<file path="src/rtl/assert_macros.svh">
// assertion macros used by counter_priority_task_picker
// no dependencies; define ASSERT_OFF to compile them out
`ifndef ASSERT_MACROS_SVH
`define ASSERT_MACROS_SVH
`ifndef ASSERT_OFF
`define ASSERT_IMPLIES(lbl, clk, rst_n, ante, cons) \
	lbl: assert property (@(posedge clk) disable iff (!rst_n) (ante) |-> (cons)) \
		else $error("assertion failed");
`define ASSERT_NEXT(lbl, clk, rst_n, ante, cons) \
	lbl: assert property (@(posedge clk) disable iff (!rst_n) (ante) |=> (cons)) \
		else $error("assertion failed");
`else
`define ASSERT_IMPLIES(lbl, clk, rst_n, ante, cons)
`define ASSERT_NEXT(lbl, clk, rst_n, ante, cons)
`endif
`endif

</file>
<file path="src/rtl/cptp_ram.sv">
// generic single write port, single read port ram with registered read
// no dependencies
module cptp_ram #(
	parameter int WIDTH = 8,
	parameter int DEPTH = 64
) (
	input  logic                     clk,
	input  logic                     we,
	input  logic [$clog2(DEPTH)-1:0] waddr,
	input  logic [WIDTH-1:0]         wdata,
	input  logic [$clog2(DEPTH)-1:0] raddr,
	output logic [WIDTH-1:0]         rdata
);

	logic [WIDTH-1:0] mem [DEPTH];
	logic [WIDTH-1:0] rdata_q;

	always_ff @(posedge clk) begin
		if (we) begin
			mem[waddr] <= wdata;
		end
		rdata_q <= mem[raddr];
	end

	assign rdata = rdata_q;

endmodule

</file>
<file path="config.mk">
export PLATFORM = sky130hd
export DESIGN_NAME = cptp_ram
export DESIGN_NICKNAME = d
export VERILOG_FILES = /design/src/rtl/assert_macros.svh /design/src/rtl/cptp_ram.sv
export SDC_FILE = /design/constraint.sdc
export NUM_CORES = 1
export LEC_CHECK = 0
export BUFFER_PORTS_ARGS = -buffer_cell sky130_fd_sc_hd__buf_4
export CAP_MARGIN = 20
export CORE_ASPECT_RATIO = 0.75
export CORE_MARGIN = 2
export CORE_UTILIZATION = 40
export CTS_CLUSTER_SIZE = 30
export DETAILED_ROUTE_END_ITERATION = 12
export GPL_TIMING_DRIVEN = 0
export PLACE_DENSITY_LB_ADDON = 0.15
export SLEW_MARGIN = 20
export SYNTH_ARGS = -nofsm -noshare
export SYNTH_HDL_FRONTEND = slang
export SYNTH_SLANG_ARGS = --single-unit
</file>
<file path="constraint.sdc">
create_clock -name clk -period 2.5 [get_ports clk]
set_input_delay 0.5 -clock clk [delete_from_list [all_inputs] [get_ports clk]]
set_output_delay 0.5 -clock clk [all_outputs]
set_load 0.01 [all_outputs]
</file>
# After elaboration in Yosys (flattened, before gate mapping)
# Memories as Yosys holds them, arrays and structs flattened. A register that Yosys moved wholly into a read port is not among the register bits.
# Index checks and enable logic that the tools add are counted.
[totals] reg_bits=0 ramBits=512 inputBits=22 out_inout_bits=8 word_cells=3 mem_count=1
[classes] mux=2
[mem_list] name="mem" words=64 word_bits=8 rd=1 rd_ports_with_merged_regs=1 wr=1 line_no="cptp_ram.sv:15" rtl="logic [WIDTH-1:0] mem [DEPTH];"
[op_table] op="$mux W1" n=2

# Logic depth before layout (Yosys ltp)
[depth] word_depth=2 ltp_mapped=9

# Least setup slack after synthesis
# OpenSTA, ideal clock, no wires.
[synth_timing] path_type="input port to flip-flop" startpoint="input port raddr[1]" endpoint="register rdata_q[3], in the netlist rdata[3], read port of mem" arrival_time_ns=2.040 path_slack_ns=0.332 cell_stages=7 path_cell_list="buf_4 buf_2 buf_2 mux4_2 mux4_2 o21ai_1 o41ai_1"
[synth_lines] element="start: declaration" line_no="cptp_ram.sv:11" rtl="input logic [$clog2(DEPTH)-1:0] raddr,"
[synth_lines] element="end: declaration" line_no="cptp_ram.sv:16" rtl="logic [WIDTH-1:0] rdata_q;"

==> metrics.txt <==
total CTS buffers=52; post-route worst setup slack=67.2 ps; post-CTS resize count=7; TritonRoute pass-1 iters=5; CTS tree=yes; critical path class=input pin to register; min cycle time layout=2430 ps; Fin Setup TNS=0 ps; Pwr per Cell Area=798 nW/µm²; Std-Cell Core Area=49900 µm²; FMAX=0.411 GHz; drt initial violations=1234; Hold Fails Final Rpt=0; GRT Overall Usage=20.0%; H-tree level count=2; Top FF cell, synth=edfxtp_1; DP HPWL=32.7 mm; Routed Antenna Nets=0; initial antenna violation count=1; # setup viols final=0; via count=9718; drt drc=0; startpoint types=input pin; CP Capture Type=register; unrepaired setup endpoints after global routing=false; Synth Instances=940; Worst-path clk slew=60 ps; Yosys cell types=40; num ports=30; largest net degree at the start of global routing=65; mean post-synth cell area=21.5 µm²; Nets=1035; CP endpoint=rdata[0]; relative slew slack=32.7%; first-pass GRT wire length=72.6 mm; Post-synth EDFFs=512; Post-Route WL=51.0 mm; die area=52200 µm²; R2R Setup Slk=310 ps; vias in the first global route=9633; total leakage power=7.04 nW; Root Driver=clkbuf_16; Mapped Area=20200 µm²; Slew Limit Fails=0; share of cells above drive strength 1=25.7%; Worst R2R Start=mem[28][4]; Initial Util=40.4%; routability cong.=0.888; max_cap viols=0; Die Wd=263 µm; Most Crowded Layer GR=met1; WL per Instance=29.9 µm; Hold Path Class=input pin to register; Synth area leader=edfxtp_1; FF-to-FF End=rdata[4]; post-route clock period utilization=97.3%; ANT cells=0; post-synthesis net count=962; clock sinks=520; worst-path maximum fanout=10; top post-synthesis cells by area=edfxtp_1 (76%), mux4_2 (14%), nor2_1 (1.5%), mux2i_1 (1.1%), dfxtp_1 (0.79%); GR Overflow Total=0; cell row count=71; yosys warns=0; Seq/Total Area, Yosys=77.0%; Buffers on Ports=21; Clock Tree Buf Depth=3; Critical Path RT=2920 ps; met2 Track Usage GR=27.2%; outcome=finished clean; met1 global-route usage=32.0%; Async S/R FF share, synth=0%; Max IR drop VDD=0.000484 V; grt met3 use=4.33%; area grow syn2layout=13.1%; top cell type's share of synthesized area=76.2%; Critical path origin=raddr[3]; Critical Path AT=2850 ps; Die Span Y=198 µm; final core occ=45.7%; hold buffers post-CTS=0; Least-Margin Pin Slew=1010 ps; post-CTS setup repair buffer count=0; Worst Reg-to-Reg Cells=5; Layout Skew=23.4 ps; worst hold margin=265 ps; clock latency on the worst-skew pair=600 ps; Vias/cell=5.69; #FFs+latches synth=520; Post-Place Worst Slack=-869 ps
-- through the flow --
step / std cells / cell area [µm²] / power [mW]
3_3_place_gp: 1618 / 21100 / 10.8
6_report: 1708 / 22800 / 18.2
4_1_cts: 1709 / 22800 / 18.3
2_1_floorplan: 940 / 20200 / 10.4
3_5_place_dp: 1618 / 21200 / 10.9
5_1_grt: 1708 / 22800 / 18.7
-- where the power goes --
part / leakage (nW) / internal [mW] / switching, mW
combinational: 1.57 / 0.359 / 0.655
clock: 0.793 / 4.29 / 3.23
sequential: 4.67 / 9.65 / 0.0164
total: 7.04 / 14.3 / 3.90
-- Yosys cell counts (all sizes together), types with 2 or more instances --
| cell | count |
|---|---|
| mux2i | 23 |
| o221a | 2 |
| o2111ai | 3 |
| nor4 | 2 |
| nand4 | 2 |
| o2bb2ai | 3 |
| edfxtp | 512 |
| o21a | 2 |
| dfxtp | 8 |
| o21ai | 4 |
| o41ai | 2 |
| nor2 | 83 |
| a21oi | 3 |
| o32ai | 2 |
| o221ai | 8 |
| a22oi | 3 |
| nor2b | 14 |
| nand2b | 7 |
| a221oi | 6 |
| nor3 | 7 |
| buf | 34 |
| nand2 | 19 |
| nand3b | 3 |
| a2111oi | 2 |
| nand3 | 13 |
| a211oi | 4 |
| clkbuf | 17 |
| mux2 | 13 |
| o22ai | 8 |
| mux4 | 126 |
-- registers in the layout, summed over array words and instances (netlist names) --
name / count
rdata: 8
mem: 512
-- layout by cell type (no fill, tap or decap), types with 7 or more instances in the layout --
master     netlist  routed
dfxtp_1          8       8
nor2_1          83      83
o22ai_1          8       8
mux2i_1         23      23
nand3_1         13      12
mux2_2          13      13
nor2b_1         14      14
nand2b_1         7       7
mux4_2         126     126
clkbuf_1        17      26
clkinv_2         0       9
edfxtp_1       512     512
clkinv_1         0      10
buf_4           13      34
o221ai_1         8       8
nand2_1         19      19
clkbuf_16        0      53
-- worst max-delay path: stages --
cell and delay (ps):
buf_2 310, clkbuf_1 610, mux4_2 340, mux2i_1 130, o2111ai_1 380, nand2_1 120
o2bb2ai_1 440
-- metal layers --
layer / vias up / part of all wire (%)
met5: - / 0
met3: 70 / 8.0
met1: 5221 / 48
met2: 344 / 41
li1: 4083 / -
met4: 0 / 2.4
-- logic make-up (layout without fill, tap and decap cells) --
| kind of cell | Yosys count | in the layout | synth area share [%] |
|---|---|---|---|
| flip-flops | 520 | 520 | 77.0 |
| multiplexers | 162 | 162 | 15.9 |
| AND/OR/NAND/NOR | 153 | 153 | 3.39 |
| buffers and inverters | 51 | 162 | 1.57 |
| AO/OA/AOI/OAI | 54 | 54 | 2.07 |
-- layout make-up --
class | instances | area (µm²)
multi-input cells | 369 | 4350
repair buffers | 21 | 158
well taps | 657 | 822
clock inverters | 27 | 238
clock buffers | 65 | 1370
flip-flops and latches | 520 | 15500
plain buffers | 49 | 332
fillers | 4256 | 27100
-- worst min path at each step --
| stage | slack (ps) | startpoint | endpoint | cells after the start |
|---|---|---|---|---|
| final | 260 | raddr[5] | rdata[5] | 2 |
| after global routing | 240 | raddr[5] | rdata[5] | 2 |
| after CTS | 240 | raddr[5] | rdata[5] | 2 |
| after detailed placement | 860 | raddr[5] | rdata[5] | 2 |
| after global placement | 870 | raddr[5] | rdata[3] | 2 |
| after floorplan | 600 | wdata[0] | mem[0][0] | 0 |
(Power assumes the default switching activity.)
