--- config.mk ---
export PLATFORM = sky130hd
export DESIGN_NAME = cptp_slot_alu
export DESIGN_NICKNAME = d
export VERILOG_FILES = /design/src/rtl/assert_macros.svh /design/src/rtl/cptp_pkg.sv /design/src/rtl/cptp_slot_alu.sv
export SDC_FILE = /design/constraint.sdc
export NUM_CORES = 1
export LEC_CHECK = 0
export BUFFER_PORTS_ARGS = -buffer_cell sky130_fd_sc_hd__buf_2
export CAP_MARGIN = 5
export CORE_AREA = 4 4 101 103
export DETAILED_ROUTE_END_ITERATION = 8
export DIE_AREA = 0 0 105 107
export GPL_ROUTABILITY_DRIVEN = 1
export PLACE_DENSITY_LB_ADDON = 0.12
export SYNTH_ARGS = -nofsm -noshare
export SYNTH_HDL_FRONTEND = slang
export SYNTH_SLANG_ARGS = --single-unit
--- constraint.sdc ---
create_clock -name vclk -period 2.7
set_input_delay 0.405 -clock vclk [all_inputs]
set_output_delay 0.405 -clock vclk [all_outputs]
set_load 0.1 [all_outputs]
--- src/rtl/assert_macros.svh ---
// assertion macros used by counter_priority_task_picker
// no dependencies; define ASSERT_OFF to compile them out
`ifndef ASSERT_MACROS_SVH
`define ASSERT_MACROS_SVH
`ifndef ASSERT_OFF
`define ASSERT_IMPLIES(lbl, clk, rst_n, ante, cons) \
	lbl: assert property (@(posedge clk) disable iff (!rst_n) (ante) |-> (cons)) \
		else $error("assertion failed");
`define ASSERT_NEXT(lbl, clk, rst_n, ante, cons) \
	lbl: assert property (@(posedge clk) disable iff (!rst_n) (ante) |=> (cons)) \
		else $error("assertion failed");
`else
`define ASSERT_IMPLIES(lbl, clk, rst_n, ante, cons)
`define ASSERT_NEXT(lbl, clk, rst_n, ante, cons)
`endif
`endif

--- src/rtl/cptp_pkg.sv ---
// shared types and constants of the task picker
// slot entry layout, run state codes and signal masks; no dependencies
package cptp_pkg;

	localparam logic [2:0] RS_RUNNING       = 3'd0;
	localparam logic [2:0] RS_INTERRUPTIBLE = 3'd1;

	localparam logic [31:0] ALARM_BIT   = 32'h0000_2000;
	localparam logic [31:0] UNBLOCKABLE = 32'h0004_0100;
	localparam logic [6:0]  WEIGHT_RESET = 7'd15;

	typedef struct packed {
		logic        used;
		logic [2:0]  run_state;
		logic [7:0]  slice;
		logic [6:0]  weight;
		logic [31:0] pending;
		logic [31:0] blocked;
		logic [31:0] alarm;
	} entry_t;

	localparam int ENTRY_W = $bits(entry_t);

	localparam entry_t ENTRY_RESET = '{
		used: 1'b0,
		run_state: RS_RUNNING,
		slice: 8'd0,
		weight: WEIGHT_RESET,
		pending: 32'd0,
		blocked: 32'd0,
		alarm: 32'd0
	};

	typedef struct packed {
		logic        refill;
		logic [31:0] now;
	} sweep_ctl_t;

endpackage

--- src/rtl/cptp_slot_alu.sv ---
// per-slot update: alarm expiry and wake in the first sweep, refill in the second
// depends on cptp_pkg
module cptp_slot_alu (
	input  cptp_pkg::entry_t     cur,
	input  cptp_pkg::sweep_ctl_t ctl,
	output cptp_pkg::entry_t     nxt,
	output logic                 wr,
	output logic                 runnable
);
	import cptp_pkg::*;

	logic        fire;
	logic [31:0] pend;
	logic        wake;
	logic [8:0]  sum;

	always_comb begin
		fire = cur.used && (cur.alarm != 32'd0) && (cur.alarm < ctl.now);
		pend = cur.pending | (fire ? ALARM_BIT : 32'd0);
		wake = cur.used && (cur.run_state == RS_INTERRUPTIBLE)
			&& ((pend & ~(cur.blocked & ~UNBLOCKABLE)) != 32'd0);
		sum = {2'b00, cur.slice[7:1]} + {2'b00, cur.weight};
		nxt = cur;
		if (ctl.refill) begin
			nxt.slice = sum[8] ? 8'hFF : sum[7:0];
		end else begin
			nxt.pending = pend;
			if (fire) begin
				nxt.alarm = 32'd0;
			end
			if (wake) begin
				nxt.run_state = RS_RUNNING;
			end
		end
		wr = cur.used;
		runnable = cur.used && (nxt.run_state == RS_RUNNING);
	end

endmodule

# == Word-level counts from Yosys, hierarchy flattened ==
# Index checks and enable logic that the tools add are counted.
# totals
register_bits,0
inputBits,148
output_inout_bits,117
wordCells,22
# classes
add_sub_neg,1
n_lt_le_gt_ge,1
n_eq_ne,1
muxes,8
n_bitwise,3
n_reduce_logical,8
# op_table
operator,n
two-way mux 32 bit,3
nonzero test 32 bit,2
bitwise AND 32 bit,1
< comparator 32 bit,1
inverter 32 bit,1
bitwise OR 32 x 14 -> 32 bit,1
two-way mux 8 bit,2
two-way mux 14 bit,1
adder 7 x 7 -> 8 bit,1
two-way mux 3 bit,2
logical AND 1 bit,5
"== test 3 x 1 -> 1 bit, second input constant",1
logical NOT 3 bit,1

# == Logic depth before layout (Yosys ltp) ==
# depth
word_depth,12
ltp_mapped,9
depth_no_buf,9

# == Worst setup path after synthesis ==
# Ideal clock, no wire load.
# synth_path
path_kind,input to output
start,input cur[96] (netlist bit)
end,output nxt[109] (netlist bit)
t_arrival_ps,4869
required_ps,2295
path_slack_ps,-2574
path_stages,8
n_path_buf,0
path_cell_list,ha_1 -> inv_1 -> fa_1 -> nor2b_1 -> o21ai_0 -> a21boi_0 -> o21a_1 -> o311ai_0
# synth_rtl
element,line_no,rtl
from (decl),cptp_slot_alu.sv:4,"input cptp_pkg::entry_t cur,"
to (decl),cptp_slot_alu.sv:6,"output cptp_pkg::entry_t nxt,"

==> reports/metrics.cfg <==
[run_status]
status=complete, but fails checks
violations=negative setup slack

[sta]
slew_viol_final=0
min_period_ns=2.88
tns_ns=-4.81
hold_viol=0
timing.hold.ws_ns=0.810
rsz0062_at_grt=true
fmax_mhz=348
finalCritPeriodShare_pct=107
finalSetupViolCount=35
slew_headroom_pct=66.6
tightestPinTransition_ns=0.505
setup_slack_ns=-0.177

[global_routing]
grt_usage_pct=15.7
overflow=0
grt_pass1_wl_mm=14.9
grt_pass1_vias=3200
antenna_found_initial=0
grt_max_degree=16

[cts]
cts_hold_buf=0

[cells_and_area]
clock_buffers=0
fin_nets=748
synthToLayoutAreaGrowth_pct=108
register_area_um2=0
design.seq.count=0
final_area_mm2=0.00475
antennaDiodeCount=0
n_fill_cell=888
drive_gt1_share_pct=69.6

[route]
dr_total_vias=2990
dr.pass1.iters=4
drc=0
postRouteAntennaNets=0
wl_per_cell_um=14.5
totalWireLength_mm=9.73
drt-vias-per-instance=4.46
drt_iter0_drc=55

[yosys]
syn_area_mm2=0.00228
avgSynthCellArea_um2=6.95
synth_nets=515
synth_warnings=0
ys_types=37
synth_common_cells=buf_4 (74), inv_1 (50), nor2b_1 (44)
synth_top_area_cell=buf_4
synthTopCellsByArea=buf_4 (24%), ha_1 (21%), nor2b_1 (12%), inv_1 (8.2%), a21oi_1 (3.5%)
synth_top_area_share_pct=24.4
synthMostInstantiatedCell=buf_4
synthCells=328
yosysSeqAreaShare_pct=0

[place]
port-buffer-count=261
place_area_mm2=0.00433
gp_congestion=0.800
dp_hpwl_mm=8.87
place_ws_ns=-0.320

[min_path]
hold_path.class=input pin to output port
hold_depth=0
min_from=cur[50]

[floorplanning]
core_mm2=0.00920
die_y_um=107
ios=265
die-area_mm2=0.0112
die_w_um=105
rows=35
start_util_pct=24.8

[power]
p_leak_nw=2.59
peakVddDrop_mv=0.290
total_power_mw=1.67
power_per_cell_area_mw_per_mm2=351

[critical_path]
start_kind=input pin
cp_slowest_cell=a211o_1
critical_path_depth=13
cp_max_fo=6
startpoint=ctl[17]
critPathTopFamily=compound AO/OA/AOI/OAI gates
cp_slowest_stage_delay_ns=0.33
critPathMostFrequentCell=buf_12
worstPathBufferInverterCount=6
cp_data_required_time_ns=2.30
endpoint=nxt[12]
endpoint_kind=output port
path_class=input pin to output port
arrival_ns=2.47
crit_chain=buf_6 -> inv_2 -> ha_4 -> a21oi_2 -> o21ai_1 -> a221o_1 -> a211o_1 -> a311oi_4 -> buf_6 -> buf_12 -> buf_12 -> nor2b_4 -> buf_12

[job]
maxCapViolations=0

[placed cells by master (no fill, tap or decap), drive strengths merged]
cell type	synthesis	routed
buf	75	309
inv	50	50
nor2b	44	44
ha	38	38
a21oi	16	16
nand2	13	13
nand2b	12	12
o21ai	10	10
nor2	9	9
nor4	9	9
nand4	7	7
mux2	4	4
o2111ai	4	4
a21o	3	3
xnor2	3	3
a2111oi	3	3
nor3	3	3
a222oi	2	2
nand3	2	2
o211ai	2	2
o311ai	2	2
a21boi	1	1
o21a	1	1
mux2i	1	1
or4	1	1
a221o	1	1
o221ai	1	1
a211o	1	1
a211oi	1	1
a311oi	1	1
and2	1	1
nor3b	1	1
o211a	1	1
or2	1	1
fa	1	1
[metal layers]
metal	GRT usage, %	vias up	routed length (um)
met1	17.5	1335	3630
met2	31.4	147	5280
met4	2.16	0	146
met5	0	-	0
li1	-	1500	-
met3	2.71	8	670
[logic make-up after synthesis]
family	after synthesis	synth area share, %
xor+xnor	3	1.15
buf+inv	128	33.6
simple gates	103	25.7
compound gates	50	15.5
mux	5	2.41
fa+ha+maj	39	21.7
[how the worst min path moves through the flow]
stage                     endpoint  slack (ns)
after floorplan             nxt[0]        1.01
after global placement     nxt[40]        0.81
after detailed placement   nxt[40]        0.81
after CTS                  nxt[40]        0.81
after global routing       nxt[50]        0.81
final                      nxt[50]        0.81
[power by group]
| part | total (mW) | internal [mW] | switching, mW |
|---|---|---|---|
| Combinational | 1.67 | 0.532 | 1.13 |
| Sequential | 0 | 0 | 0 |
| Clock | 0 | 0 | 0 |
| Total | 1.67 | 0.532 | 1.13 |
[cell type report]
type / instances / area (um^2) / share of cell area (%)
inverter: 50 / 193 / 4.06
timing repair buffer: 309 / 2410 / 50.7
multi-input combinational: 200 / 2010 / 42.3
tap: 111 / 139 / 2.93
[metrics by stage]
step                std cells  util, %
floorplan                 328        -
global placement          662     47.0
detailed placement        662     47.0
CTS                       670     50.8
global route              670     51.6
finish                    670     51.6
[what timing repair did]
action,4_1_cts,5_1_grt
pin swaps,12,7
buffers inserted,7,2
setup endpoints to repair,36,37
gates cloned,1,0
resized for setup,65,24
Power figures use the tool's default switching activity.
